<file path="config.mk">
export PLATFORM = sky130hd
export DESIGN_NAME = address_accept_list_filter
export DESIGN_NICKNAME = d
export VERILOG_FILES = /design/src/rtl/aalf_pkg.sv /design/src/rtl/aalf_store.sv /design/src/rtl/address_accept_list_filter.sv
export SDC_FILE = /design/constraint.sdc
export NUM_CORES = 1
export LEC_CHECK = 0
export BUFFER_PORTS_ARGS = -buffer_cell sky130_fd_sc_hd__buf_4
export CAP_MARGIN = 10
export CORE_AREA = 2 2 221 180
export DETAILED_ROUTE_END_ITERATION = 10
export DIE_AREA = 0 0 223 182
export GPL_ROUTABILITY_DRIVEN = 0
export HOLD_SLACK_MARGIN = 0.03
export PLACE_DENSITY_LB_ADDON = 0.12
export SLEW_MARGIN = 5
export SYNTH_ARGS = -nofsm -noshare
export SYNTH_HDL_FRONTEND = slang
export SYNTH_SLANG_ARGS = --single-unit
</file>
<file path="constraint.sdc">
create_clock -name clk -period 8.3 [get_ports clk]
set_clock_uncertainty 0.1 [all_clocks]
set_input_delay 0.415 -clock clk [delete_from_list [all_inputs] [get_ports clk]]
set_output_delay 0.415 -clock clk [all_outputs]
set_load 0.01 [all_outputs]
</file>
<file path="src/rtl/aalf_pkg.sv">
// ----------------------------------------------------------------------------
// aalf_pkg
// Shared constants for the address accept list filter: default slot
// contents, operation and status codes, advert kinds and reset values.
// ----------------------------------------------------------------------------
`default_nettype none

package aalf_pkg;

  // Table geometry default.
  localparam int SLOTS_DEFAULT = 8;

  // Address width of one device address.
  localparam int ADDR_W = 48;

  // Addresses loaded into slots 0 and 1 at reset.
  localparam logic [ADDR_W-1:0] DEFAULT_ADDR_A = 48'hD229_B2D0_66FC;
  localparam logic [ADDR_W-1:0] DEFAULT_ADDR_B = 48'h7CDF_A1FB_727D;

  // Reset value of the signal strength floor in dBm.
  localparam logic signed [7:0] FLOOR_RESET = -8'sd100;

  // Operation codes. Any code with bit 1 set runs a check.
  localparam logic [1:0] FUNC_ADD    = 2'd0;
  localparam logic [1:0] FUNC_REMOVE = 2'd1;

  // Result status codes.
  localparam logic [2:0] ST_ADDED     = 3'd0;
  localparam logic [2:0] ST_PRESENT   = 3'd1;
  localparam logic [2:0] ST_FULL      = 3'd2;
  localparam logic [2:0] ST_REMOVED   = 3'd3;
  localparam logic [2:0] ST_NOT_FOUND = 3'd4;
  localparam logic [2:0] ST_CHECKED   = 3'd5;

  // Connectable advert kinds.
  localparam logic [2:0] KIND_ADV_IND    = 3'd0;
  localparam logic [2:0] KIND_DIRECT_IND = 3'd1;
  localparam logic [2:0] KIND_EXT_ADV    = 3'd5;

  // Register byte address of rssi_floor.
  localparam logic [1:0] REG_RSSI_FLOOR = 2'd0;

endpackage

`default_nettype wire

</file>
<file path="src/rtl/aalf_store.sv">
// ----------------------------------------------------------------------------
// aalf_store
// Slot address memory with one write port and one registered read port.
// Slots 0 and 1 read as the default addresses until they are first written.
// ----------------------------------------------------------------------------
`default_nettype none

module aalf_store #(
  parameter int SLOTS = aalf_pkg::SLOTS_DEFAULT
) (
  input  wire logic                        clk,
  input  wire logic                        rst,
  input  wire logic [$clog2(SLOTS)-1:0]    rd_idx,
  output logic      [aalf_pkg::ADDR_W-1:0] rd_data,
  input  wire logic                        wr_en,
  input  wire logic [$clog2(SLOTS)-1:0]    wr_idx,
  input  wire logic [aalf_pkg::ADDR_W-1:0] wr_data
);

  localparam int IW = $clog2(SLOTS);

  logic [aalf_pkg::ADDR_W-1:0] mem [SLOTS];
  logic [aalf_pkg::ADDR_W-1:0] rd_mem;
  logic [1:0]                  dflt;
  logic [1:0]                  rd_sel;

  // Memory write and registered read.
  always_ff @(posedge clk) begin
    if (wr_en) begin
      mem[wr_idx] <= wr_data;
    end
    rd_mem <= mem[rd_idx];
  end

  // Default overlay marks: set at reset, cleared by the first write to the slot.
  always_ff @(posedge clk) begin
    if (rst) begin
      dflt   <= 2'b11;
      rd_sel <= 2'b00;
    end else begin
      if (wr_en && wr_idx == IW'(0)) begin
        dflt[0] <= 1'b0;
      end
      if (wr_en && wr_idx == IW'(1)) begin
        dflt[1] <= 1'b0;
      end
      rd_sel[0] <= dflt[0] && rd_idx == IW'(0);
      rd_sel[1] <= dflt[1] && rd_idx == IW'(1);
    end
  end

  // Select the default address for a slot that still holds it.
  always_comb begin
    if (rd_sel[0]) begin
      rd_data = aalf_pkg::DEFAULT_ADDR_A;
    end else if (rd_sel[1]) begin
      rd_data = aalf_pkg::DEFAULT_ADDR_B;
    end else begin
      rd_data = rd_mem;
    end
  end

endmodule

`default_nettype wire

</file>
<file path="src/rtl/address_accept_list_filter.sv">
// ----------------------------------------------------------------------------
// address_accept_list_filter
// Accept list of device addresses with add, remove and advert check.
// ----------------------------------------------------------------------------
// One 48-bit comparator walks the slot memory one entry per cycle, then the
// finishing state applies the update, and busy drops in the cycle that carries
// the done strobe; a new item is taken only once busy has dropped.
// Reset: slots 0 and 1 hold the default addresses and are valid, the count is
// 2 and rssi_floor is -100. The receiver cannot stall the result strobe.
`default_nettype none

module address_accept_list_filter #(
  parameter int SLOTS = aalf_pkg::SLOTS_DEFAULT
) (
  input  wire logic               clk,
  input  wire logic               rst,
  // Command channel.
  input  wire logic               start,
  output logic                    busy,
  input  wire logic [1:0]         func,
  input  wire logic [47:0]        device_address,
  input  wire logic [2:0]         advert_kind,
  input  wire logic signed [7:0]  signal_dbm,
  input  wire logic               link_pending,
  // Result channel.
  output logic                    done,
  output logic [2:0]              op_status,
  output logic                    address_listed,
  output logic                    grant_connect,
  output logic [3:0]              listed_count,
  // Configuration port.
  input  wire logic               psel,
  input  wire logic               penable,
  input  wire logic               pwrite,
  input  wire logic [1:0]         paddr,
  input  wire logic [31:0]        pwdata,
  output logic [31:0]             prdata,
  output logic                    pready
);

  localparam int IW = $clog2(SLOTS);
  localparam int CW = $clog2(SLOTS + 1);
  localparam int LW = (CW > 4) ? CW : 4;

  typedef enum logic [1:0] {
    IDLE,
    SCAN,
    FINISH
  } state_t;

  state_t                 state;
  logic [CW-1:0]          scan_cnt;
  logic [IW-1:0]          rd_idx;
  logic [IW-1:0]          cmp_idx;
  logic [47:0]            rd_data;

  // Latched item.
  logic [1:0]             func_q;
  logic [47:0]            addr_q;
  logic [2:0]             kind_q;
  logic signed [7:0]      sig_q;
  logic                   pending_q;

  // Scan results.
  logic                   hit_found;
  logic [IW-1:0]          hit_idx;
  logic                   free_found;
  logic [IW-1:0]          free_idx;

  logic [SLOTS-1:0]       slot_valid;
  logic [CW-1:0]          valid_total;
  logic [LW-1:0]          count_wide;
  logic signed [7:0]      rssi_floor;

  logic                   is_match;
  logic                   do_add;
  logic                   connectable;
  logic                   wr_en;

  // Configuration writes and reads.
  assign pready = 1'b1;
  assign prdata = (paddr == aalf_pkg::REG_RSSI_FLOOR) ? 32'(rssi_floor) : 32'd0;

  always_ff @(posedge clk) begin
    if (rst) begin
      rssi_floor <= aalf_pkg::FLOOR_RESET;
    end else if (psel && penable && pwrite && pready
                 && paddr == aalf_pkg::REG_RSSI_FLOOR) begin
      rssi_floor <= pwdata[7:0];
    end
  end

  // Slot memory walked by the scan counter.
  assign rd_idx  = scan_cnt[IW-1:0];
  assign cmp_idx = IW'(scan_cnt - CW'(1));
  assign is_match = slot_valid[cmp_idx] && rd_data == addr_q;

  aalf_store #(
    .SLOTS(SLOTS)
  ) u_store (
    .clk    (clk),
    .rst    (rst),
    .rd_idx (rd_idx),
    .rd_data(rd_data),
    .wr_en  (wr_en),
    .wr_idx (free_idx),
    .wr_data(addr_q)
  );

  // Update decisions for the finishing cycle.
  always_comb begin
    case (kind_q) inside
      aalf_pkg::KIND_ADV_IND, aalf_pkg::KIND_DIRECT_IND, aalf_pkg::KIND_EXT_ADV:
        connectable = 1'b1;
      default:
        connectable = 1'b0;
    endcase
  end

  assign do_add = state == FINISH && func_q == aalf_pkg::FUNC_ADD
                  && !hit_found && free_found;
  assign wr_en  = do_add;

  // Sequencer, table state and registered result.
  always_ff @(posedge clk) begin
    if (rst) begin
      state          <= IDLE;
      scan_cnt       <= '0;
      hit_found      <= 1'b0;
      free_found     <= 1'b0;
      slot_valid     <= SLOTS'(2'b11);
      valid_total    <= CW'(2);
      done           <= 1'b0;
    end else begin
      done <= (state == FINISH);
      unique case (state)
        IDLE: begin
          if (start) begin
            func_q     <= func;
            addr_q     <= device_address;
            kind_q     <= advert_kind;
            sig_q      <= signal_dbm;
            pending_q  <= link_pending;
            scan_cnt   <= '0;
            hit_found  <= 1'b0;
            free_found <= 1'b0;
            state      <= SCAN;
          end
        end
        SCAN: begin
          // Read of slot scan_cnt is issued; slot scan_cnt-1 is compared.
          if (scan_cnt != '0) begin
            if (!hit_found && is_match) begin
              hit_found <= 1'b1;
              hit_idx   <= cmp_idx;
            end
            if (!free_found && !slot_valid[cmp_idx]) begin
              free_found <= 1'b1;
              free_idx   <= cmp_idx;
            end
          end
          if (scan_cnt == CW'(SLOTS)) begin
            state <= FINISH;
          end else begin
            scan_cnt <= scan_cnt + CW'(1);
          end
        end
        FINISH: begin
          address_listed <= hit_found;
          if (func_q == aalf_pkg::FUNC_ADD) begin
            grant_connect <= 1'b0;
            if (hit_found) begin
              op_status <= aalf_pkg::ST_PRESENT;
            end else if (free_found) begin
              op_status            <= aalf_pkg::ST_ADDED;
              slot_valid[free_idx] <= 1'b1;
              valid_total          <= valid_total + CW'(1);
            end else begin
              op_status <= aalf_pkg::ST_FULL;
            end
          end else if (func_q == aalf_pkg::FUNC_REMOVE) begin
            grant_connect <= 1'b0;
            if (hit_found) begin
              op_status           <= aalf_pkg::ST_REMOVED;
              slot_valid[hit_idx] <= 1'b0;
              if (valid_total != '0) begin
                valid_total <= valid_total - CW'(1);
              end
            end else begin
              op_status <= aalf_pkg::ST_NOT_FOUND;
            end
          end else begin
            op_status     <= aalf_pkg::ST_CHECKED;
            grant_connect <= connectable && !pending_q && sig_q >= rssi_floor
                             && hit_found;
          end
          state <= IDLE;
        end
        default: begin
          state <= IDLE;
        end
      endcase
    end
  end

  assign busy         = state != IDLE;
  assign count_wide   = LW'(valid_total);
  assign listed_count = count_wide[3:0];

  // The count always agrees with the valid marks.
  a_count_matches: assert property (@(posedge clk) disable iff (rst)
    valid_total == CW'($countones(slot_valid)))
    else $error("valid count disagrees with valid marks");

  // A result appears only after the finishing cycle.
  a_done_after_finish: assert property (@(posedge clk) disable iff (rst)
    done |-> $past(state == FINISH))
    else $error("result strobe without a finishing cycle");

  // A grant needs a listed address.
  a_grant_listed: assert property (@(posedge clk) disable iff (rst)
    done && grant_connect |-> address_listed && op_status == aalf_pkg::ST_CHECKED)
    else $error("grant without a listed address");

  // Full is only reported when every slot is valid.
  a_full_means_full: assert property (@(posedge clk) disable iff (rst)
    done && op_status == aalf_pkg::ST_FULL |-> &slot_valid)
    else $error("table full reported with a free slot");

endmodule

`default_nettype wire
</file>
==> impl_summary.md, run 1 <==
Outcome
The run finished with clean final reports.

Logic synthesis
Among all flip-flop cells after synthesis, the most frequent one is sky130_fd_sc_hd__edfxtp_1. By count the netlist is led by sky130_fd_sc_hd__edfxtp_1, sky130_fd_sc_hd__nand2_1, sky130_fd_sc_hd__mux4_2. Synthesis produced 1246 cells.

The cell type contributing the most total cell area after synthesis is sky130_fd_sc_hd__edfxtp_1. The number of warnings issued by yosys is 0. The proportion of register bits with asynchronous set or reset after synthesis is 0. The share of Yosys cell area claimed by the top area cell type is 0.6579. Yosys attributes the largest share of cell area to sky130_fd_sc_hd__edfxtp_1, sky130_fd_sc_hd__mux4_2, sky130_fd_sc_hd__dfxtp_1, sky130_fd_sc_hd__nand2_1, sky130_fd_sc_hd__nor2_1. The synthesized netlist occupies a cell area of 20860 um^2.

The average cell area after synthesis is 16.74 um^2. The number of nets in the synthesized netlist is 1365. The post-synthesis cell type count is 64. The share of the Yosys chip area taken by registers is 0.7356. The leading cell type by number of instances after synthesis is sky130_fd_sc_hd__edfxtp_1. Counting flops with a built-in enable in the synthesized netlist gives 457.

The synthesized flop and latch total is 538.

Power and ir drop
Cell internal power was estimated by the tool at 0.004474 W. The power dissipated by switching net loads is 0.001165 W. The leakage power of the design is 8.528 nW. The power per cell area is 229.3 nW/um^2.

Of the total power, the clock network draws 0.421. The worst-case IR drop observed on VDD is 174.8 uV. The part of the power in registers is 0.533. The share of total power dissipated in combinational logic is 0.046.

The overall power after layout is 0.005639 W. The fraction of power spent switching nets is 0.2066.

CTS
Once the clock tree was built, the setup fixing pass inserted 0 buffers. The clock transition at the register clock pins on the worst setup and hold paths after CTS is 0.06 ns. TritonCTS created 51 clock buffers. The clock latency of the later-clocked register in the worst-skew pair is 0.58 ns.

The clock tree synthesis step divided the H-tree into 2 levels. The clock sink total is 538. The buffer type at the clock tree root is sky130_fd_sc_hd__clkbuf_16. TritonCTS built the clock tree.

The maximum count of clock buffers along a single path is 3.

Timing
Of the available clock period, the critical path in the final layout requires 0.4190. The final-layout setup total negative slack is 0 ns. Setup repair after global routing left no endpoint under its margin. The headroom to the max-slew limit is 0.3368. The number of hold-slack violations in the final timing report came to 0. For the pin with the worst max-slew slack, the measured transition is 0.9949 ns. The highest clock rate is 287.5 MHz.

Setup slack on the critical path of the routed design comes to 4.822 ns. The final count of negative-setup-slack endpoints is 0. The shortest clock period the worst path allows after layout is 3.478 ns. The number of slew-limit violations in the final report came to 0.

Routing
The total wire length after detailed routing is 43560 um. The count of nets left with antenna violations after detail routing is 0. The final route contains 11.11k vias.

The number of search-and-repair iterations in the first detailed-routing pass is 5. Dividing the detail-routed via count by the number of cells gives 5.626. The first-iteration detailed-routing DRC count is 1255.

The detail-routed net length per standard cell is 22.07 um. For this run, design rule violations remaining after detail routing come to 0.

Critical path
The capture instance of the worst register-to-register path is hit_idx[2]. Along the worst path, the maximum fanout reaches 29. By startpoint and endpoint, the worst setup path is classified as flop to flop.

STA classifies the critical path startpoint as a flop. The number of cells traversed by the worst register-to-register path is 9. On the worst path, the slowest cell contributes a delay of 0.55 ns. The startpoint identified for the worst register-to-register timing path is u_store.rd_sel[0]. Data on the critical path is required at its endpoint by 8.45 ns. In this run the worst setup path begins at u_store.rd_sel[0]. The nature of the critical path endpoint is a flop. Across all register-to-register paths, the minimum setup slack is 4.82 ns. The slowest stage of the critical path is the sky130_fd_sc_hd__o32ai_1 cell. Walking the worst path, the cells encountered are buf_4 > or2_1 > buf_4 > a21oi_1 > o32ai_1 > nand3_1 > nor4_2 > nand3_1 > nor2_1.

At the worst endpoint, the arrival time is 3.63 ns.

Layout
The final layout contains 1548 nets. Compared with the post-synthesis result, the final layout area differs by 17.90%. Summing all non-filler instances in the final layout gives an area of 24590 um^2.

In the final layout, the share of cells above drive strength 1 is 0.2337. 0 antenna diodes ended up in the layout. At the end of the flow the core is filled with cells to 0.6366.

Floorplanning
The die covers 40590 um^2. The total area inside the core boundary comes to 38630 um^2. In this run the vertical extent of the chip is 182 um. Measured along the x axis, the die boundary spans 223 um. After floorplanning, the core was divided into 65 placement rows. Pin placement for this block handled 146 I/O pins.

The effective utilization at floorplan is 0.5400.

GRT
The number of antenna violations at the first check in global routing was 0. The overall overflow remaining after global route is 0. The via count of the first global-routing pass was 11.06k.

Entering global routing, the biggest net connects 66 pins. The global router's overall resource usage is 0.2179. The first-pass GRT wire length is 66230 um.

Min path
The worst hold path terminates at state[0]. The min-delay analysis places its worst path in the category primary input to flop. Along the worst hold path, the cell count comes to 3. The critical hold path startpoint is start.

Placement
In this run the tool buffered the top-level ports with 120 buffer cells. The standard cell area after detailed placement is 22190 um^2. Detailed placement ended at an HPWL of 23860 um.

Timing analysis after detailed placement gives a worst setup slack of 4.853 ns.

Run
The number of max-cap violations is 0.
stage by stage:
| stage | hold slack, ns | instances |
|---|---|---|
| floorplan | 0.3097 | 1246 |
| global placement | 0.3254 | 1811 |
| detailed placement | 0.3224 | 1811 |
| CTS | 0.03033 | 1974 |
| global route | 0.04650 | 1974 |
| finish | 0.03709 | 1974 |
power groups by stage:
stage          clock [W]  sequential (W)  combinational (W)
6_report         0.00238         0.00301           0.000258
2_1_floorplan          0         0.00304           0.000171
3_3_place_gp           0         0.00306           0.000230
4_1_cts          0.00242         0.00301           0.000260
3_5_place_dp           0         0.00306           0.000233
5_1_grt          0.00253         0.00301           0.000280
final cells by class:
class / instances / area (um^2)
sequential: 538 / 15350
fill: 2713 / 14040
multi-input combinational: 582 / 4985
timing repair buffer: 205 / 1707
clock buffer: 62 / 1389
tap: 502 / 628.1
clock inverter: 34 / 340.3
inverter: 51 / 191.4
worst max path at each step:
stage                         to  depth (start not counted)
6_report              hit_idx[2]                          9
5_1_grt               hit_idx[0]                          9
3_3_place_gp          hit_idx[1]                          9
4_1_cts               hit_idx[2]                          9
2_1_floorplan  u_store.mem[0][0]                          5
3_5_place_dp          hit_idx[0]                          9
layer usage:
layer,part of all wire,up-vias,track usage
li1,-,5121,-
met1,0.47,5625,0.3429
met2,0.45,310,0.3278
met3,0.063,49,0.03172
met4,0.013,0,0.04510
met5,0,-,0
logic make-up (layout without fill, tap and decap cells):
logic type                 count (synthesis)  after routing  share of synthesized area
and+or+nand+nor                          324            324                    0.07102
AOI/OAI and AO/OA                        118            118                    0.03755
buffers and inverters                    126            352                    0.02867
xor gates and xnor gates                  15             15                   0.006298
other                                      1              1                  0.0001798
DFF                                      538            538                     0.7356
adders and majority gates                 17             17                    0.01056
muxes                                    107            107                     0.1101
timing repair:
item | CTS | global route
hold buffers | 67 | 0
resized for setup | 0 | 0
endpoints found under the hold margin | 67 | 0
cells in the final DEF (no fill, tap or decap), types with 7 or more instances in the layout:
cell type	Yosys	final
sky130_fd_sc_hd__edfxtp_1	457	457
sky130_fd_sc_hd__nand2_1	166	166
sky130_fd_sc_hd__buf_4	25	138
sky130_fd_sc_hd__mux4_2	98	98
sky130_fd_sc_hd__dfxtp_1	81	78
sky130_fd_sc_hd__dlygate4sd3_1	0	67
sky130_fd_sc_hd__clkbuf_16	0	52
sky130_fd_sc_hd__inv_1	50	50
sky130_fd_sc_hd__nor2_1	57	50
sky130_fd_sc_hd__a21oi_1	31	31
sky130_fd_sc_hd__o21ai_0	23	23
sky130_fd_sc_hd__nand2b_1	19	19
sky130_fd_sc_hd__clkinv_2	0	18
sky130_fd_sc_hd__ha_1	16	16
sky130_fd_sc_hd__nor2b_1	13	13
sky130_fd_sc_hd__nor3_1	15	12
sky130_fd_sc_hd__nor4_1	11	11
sky130_fd_sc_hd__nand4_1	9	9
sky130_fd_sc_hd__mux2i_1	9	9
sky130_fd_sc_hd__nand3_1	8	8
sky130_fd_sc_hd__o22ai_1	8	8
sky130_fd_sc_hd__xnor2_1	8	8
sky130_fd_sc_hd__nor2_4	0	7
sky130_fd_sc_hd__xor2_1	7	7
sequential cells by signal (all words and copies together), names as in the netlist, 3 cells and up:
register        flops
free_idx            3
rssi_floor          8
listed_count        4
kind_q              3
addr_q             48
u_store.rd_mem     48
hit_idx             3
u_store.mem       384
sig_q               8
op_status           3
scan_cnt            4
slot_valid          8
critical path, delay by kind of cell (launching register included):
kind | cells | cell delay [ns]
simple gates | 5 | 1.49
buf+inv | 2 | 0.61
compound gates | 2 | 0.61
flops | 1 | 0.32
Power figures use the tool's default switching activity.
==> run 2: changes to the inputs <==
ABC_AREA = 1   (was default)
CORE_AREA = 2 2 226 183   (was 2 2 221 180)
DIE_AREA = 0 0 228 185   (was 0 0 223 182)
clock period = 3.55 ns   (was 8.3 ns; I/O delays follow)
==> run 2 against run 1 <==
  * Setup slack got worse by 4.1 ns
  * Flip-flop and latch count unchanged
  * Highest routed layer unchanged
  * Critical path depth up 3
  * Final cell count up 32%
  * Sequential power up 130%
==> impl_summary.md, run 2 <==
Logic synthesis
The number of flops mapped to enable cells by yosys is 457 (unchanged). The post-synthesis cell type count was 43 (-33%). The mapped cell area is 21700 um^2 (+4.0%). The share of Yosys cell area claimed by the top area cell type is 0.6325 (-0.02542). The number of nets in the synthesized netlist is 1996 (+46%). The fraction of the yosys area taken by sequential cells is 0.7072 (-0.02842). sky130_fd_sc_hd__edfxtp_1 takes more of the synthesized area than any other cell. By count the netlist is led by sky130_fd_sc_hd__edfxtp_1, sky130_fd_sc_hd__nor2_1, sky130_fd_sc_hd__o21ai_0. sky130_fd_sc_hd__edfxtp_1 is the most common cell in the netlist.

The proportion of register bits with asynchronous set or reset after synthesis is 0 (unchanged). The number of warnings issued by yosys is 0 (unchanged). The average cell area after synthesis is 11.56 um^2 (-31%). The synthesized instance count is 1877 (+51%). Ranked by total cell area, the synthesized netlist is headed by sky130_fd_sc_hd__edfxtp_1, sky130_fd_sc_hd__dfxtp_1, sky130_fd_sc_hd__nor2_1, sky130_fd_sc_hd__o21ai_0, sky130_fd_sc_hd__nand2_1. The synthesized flop and latch total is 538 (unchanged). Among all flip-flop cells after synthesis, the most frequent one is sky130_fd_sc_hd__edfxtp_1.

Layout
The share of the core filled with cells is 0.6345 (-0.002170). The share of final-layout standard cells stronger than drive strength 1 came to 0.1241 (-0.1096). Compared with the post-synthesis result, the final layout area differs by 17.35%. The post-layout net count is 2149 (+39%). The register with the most flip-flops in the final layout is u_store.mem. The total of fill cells in the finished design is 3106 (+14%). The library cells used most frequently in the layout, excluding fill and tap cells, are sky130_fd_sc_hd__edfxtp_1, sky130_fd_sc_hd__nor2_1, sky130_fd_sc_hd__o21ai_0. The number of flip-flops under the largest register name is 384 (unchanged). The library cell used most frequently in the layout, excluding fill and tap cells, is sky130_fd_sc_hd__edfxtp_1. In the final layout, the registers with the most flip-flops are u_store.mem (384), addr_q (48), u_store.rd_mem (48). The diode insertion count for antenna repair is 0 (unchanged).

Routing
The total wire length after detailed routing is 49620 um (+14%). The via total after detailed routing is 14.31k (+29%). The post-detailed-route DRC marker count came to 0 (unchanged).

The detail-routed net length per standard cell was 18.97 um (-14%). The count of nets left with antenna violations after detail routing is 0 (unchanged). The number of search-and-repair iterations in the first detailed-routing pass is 5 (unchanged).

The detailed-route vias per instance is 5.473 (-2.7%). The first-iteration detailed-routing DRC count is 1331 (+6.1%).

Critical path
The classification of the worst setup path is flop to flop. The worst setup path is captured at a flop. The critical path arrival is 3.00 ns (-0.63 ns). The required time reported for the critical path endpoint is 3.69 ns (-4.76 ns). The maximum fanout encountered on the critical timing path is 37 (+28%). The kind of launch point of the worst setup path is a flop.

CTS
The buffer type at the clock tree root is sky130_fd_sc_hd__clkbuf_16. The clock sink total came to 538 (unchanged). The CTS buffer count is 50 (-2.0%). The cts-stage hold buffer count is 75 (+12%).

The maximum count of clock buffers along a single path is 3 (unchanged). The clock latency of the later-clocked register in the worst-skew pair is 0.57 ns (about the same). The number of cells upsized or downsized after cts was 0 (unchanged). The post-CTS repair timing setup buffer count is 0 (unchanged). The clock transition at the register clock pins on the worst setup and hold paths after CTS is 0.06 ns (about the same). The TritonCTS clock tree is yes. The maximum level of the CTS H-tree came to 2 (unchanged).

GRT
The overall overflow remaining after global route is 0 (unchanged). The first-pass GRT wire length is 77890 um (+18%). The via count of the first global-routing pass is 13.70k (+24%).

The global router's overall resource usage is 0.2370 (+0.01915). The number of antenna violations at the first check in global routing came to 0 (unchanged). The pin count of the biggest net entering global routing came to 195 (+200%).

Timing
The headroom to the max-slew limit is 0.2080 (-0.1288). The slew at the pin closest to its max-slew limit was 1.188 ns (+0.1932 ns). The number of slew-limit violations in the final report is 0 (unchanged).

The worst hold slack was 0.08951 ns (+0.05242 ns). The number of hold-slack violations in the final timing report was 0 (unchanged). The final count of negative-setup-slack endpoints is 0 (unchanged).

The highest clock rate is 348.5 MHz (+21%). The shortest clock period the worst path allows after layout was 2.869 ns (-0.6087 ns). Setup repair after global routing left no endpoint under its margin. The part of the cycle the worst path needs was 0.8083 (+0.3892).

Outcome
The flow ran to the end, and the final reports show no timing, DRC or antenna violations.

Floorplanning
The overall die area was 42180 um^2 (+3.9%). The floorplan core area came to 40130 um^2 (+3.9%). The effective utilization at floorplan is 0.5407 (+0.0006696). The total number of placement rows came to 66 (+1.5%).

The die width is 228 um (+2.2%). The height of the die is 185 um (+1.6%). The top-level port count is 146 (unchanged).

Power and ir drop
The leakage power of the design is 9.360 nW (+9.8%). The power per cell area is 519.6 nW/um^2 (+130%). The maximum ir drop on the vdd rail is 444.0 uV (+150%).

Placement
The quantity of I/O buffers inserted on ports is 120 (unchanged). The final HPWL from detailed placement came to 27020 um (+13%).

Run
The number of max-cap violations is 0 (unchanged).

Min path
The path class of the tightest hold or removal check is primary input to flop.
[run 2: cell types whose count changed in the layout (fill, tap and decap cells not counted), sizes merged, moves of 40 or more]
cell   previous run  this run
a31oi             6        48
inv              52       105
mux4             98         0
nand2           166       221
nor2             57       409
o21ai            23       212
o22ai             8        48
[run 2: worst max-delay path: stages (launching register included)]
cell	delay, ns
sky130_fd_sc_hd__dfxtp_1	0.44
sky130_fd_sc_hd__nor2_4	0.67
sky130_fd_sc_hd__buf_4	0.28
sky130_fd_sc_hd__nand2_1	0.06
sky130_fd_sc_hd__nand2_1	0.07
sky130_fd_sc_hd__nand2_1	0.07
sky130_fd_sc_hd__nor2_1	0.11
sky130_fd_sc_hd__nand4_1	0.08
sky130_fd_sc_hd__nor2_1	0.15
sky130_fd_sc_hd__nand2_1	0.07
sky130_fd_sc_hd__nor2_1	0.08
sky130_fd_sc_hd__nand2_1	0.09
sky130_fd_sc_hd__nor2_1	0.27
[run 2: kinds of logic after synthesis]
| kind of cell | share of synthesized area |
|---|---|
| AOI/OAI and AO/OA | 0.09059 |
| other | 0.0001728 |
| adders and majority gates | 0.01015 |
| buffers and inverters | 0.04671 |
| DFF | 0.7072 |
| and+or+nand+nor | 0.1412 |
| xor gates and xnor gates | 0.003979 |
[run 2: path summary, 6_finish.rpt]
check / startpoint / to / slack (ns) / cells after the start
setup / recovery: u_store.rd_sel[1] / hit_idx[2] / 0.68 / 12
setup reg to reg: u_store.rd_sel[1] / hit_idx[2] / 0.68 / 12
hold reg to reg: u_store.dflt[0] / u_store.rd_sel[0] / 0.36 / 2
hold / removal: paddr[1] / rssi_floor[6] / 0.09 / 4
[run 2: report_power, final]
| part | switching, W | leakage (nW) | internal [W] |
|---|---|---|---|
| Combinational | 0.000595 | 3.78 | 0.000364 |
| Sequential | 0.000109 | 4.80 | 0.00693 |
| Clock | 0.00224 | 0.782 | 0.00299 |
[run 2: final cells by class]
type	instances	area [um^2]	area share
Sequential cell	538	15350	0.6029
Multi-Input combinational cell	1114	5468	0.2147
Timing Repair Buffer	220	1964	0.07715
Clock buffer	74	1423	0.05587
Tap cell	544	680.7	0.02673
Inverter	106	401.6	0.01577
Clock inverter	19	173.9	0.006830
[run 2: per-stage QoR]
stage / cells / setup slack, ns / cell area [um^2] / power (W) / TNS, ns
after floorplan: 1877 / -0.7058 / 21750 / 0.007759 / -263.73
after global placement: 2447 / 0.7925 / 23120 / 0.008040 / 0
after detailed placement: 2447 / 0.7446 / 23120 / 0.008056 / 0
after CTS: 2615 / 0.7243 / 25460 / 0.01332 / 0
after global routing: 2615 / 0.5050 / 25460 / 0.01374 / 0
final: 2615 / 0.6806 / 25460 / 0.01323 / 0
[run 2: per-layer routing]
layer | part of all wire | up-vias | global-route usage
met1 | 0.47 | 6991 | 0.3499
met4 | 0.020 | 0 | 0.06013
met2 | 0.46 | 364 | 0.3734
met3 | 0.052 | 77 | 0.03464
li1 | - | 6879 | -
met5 | 0 | - | 0
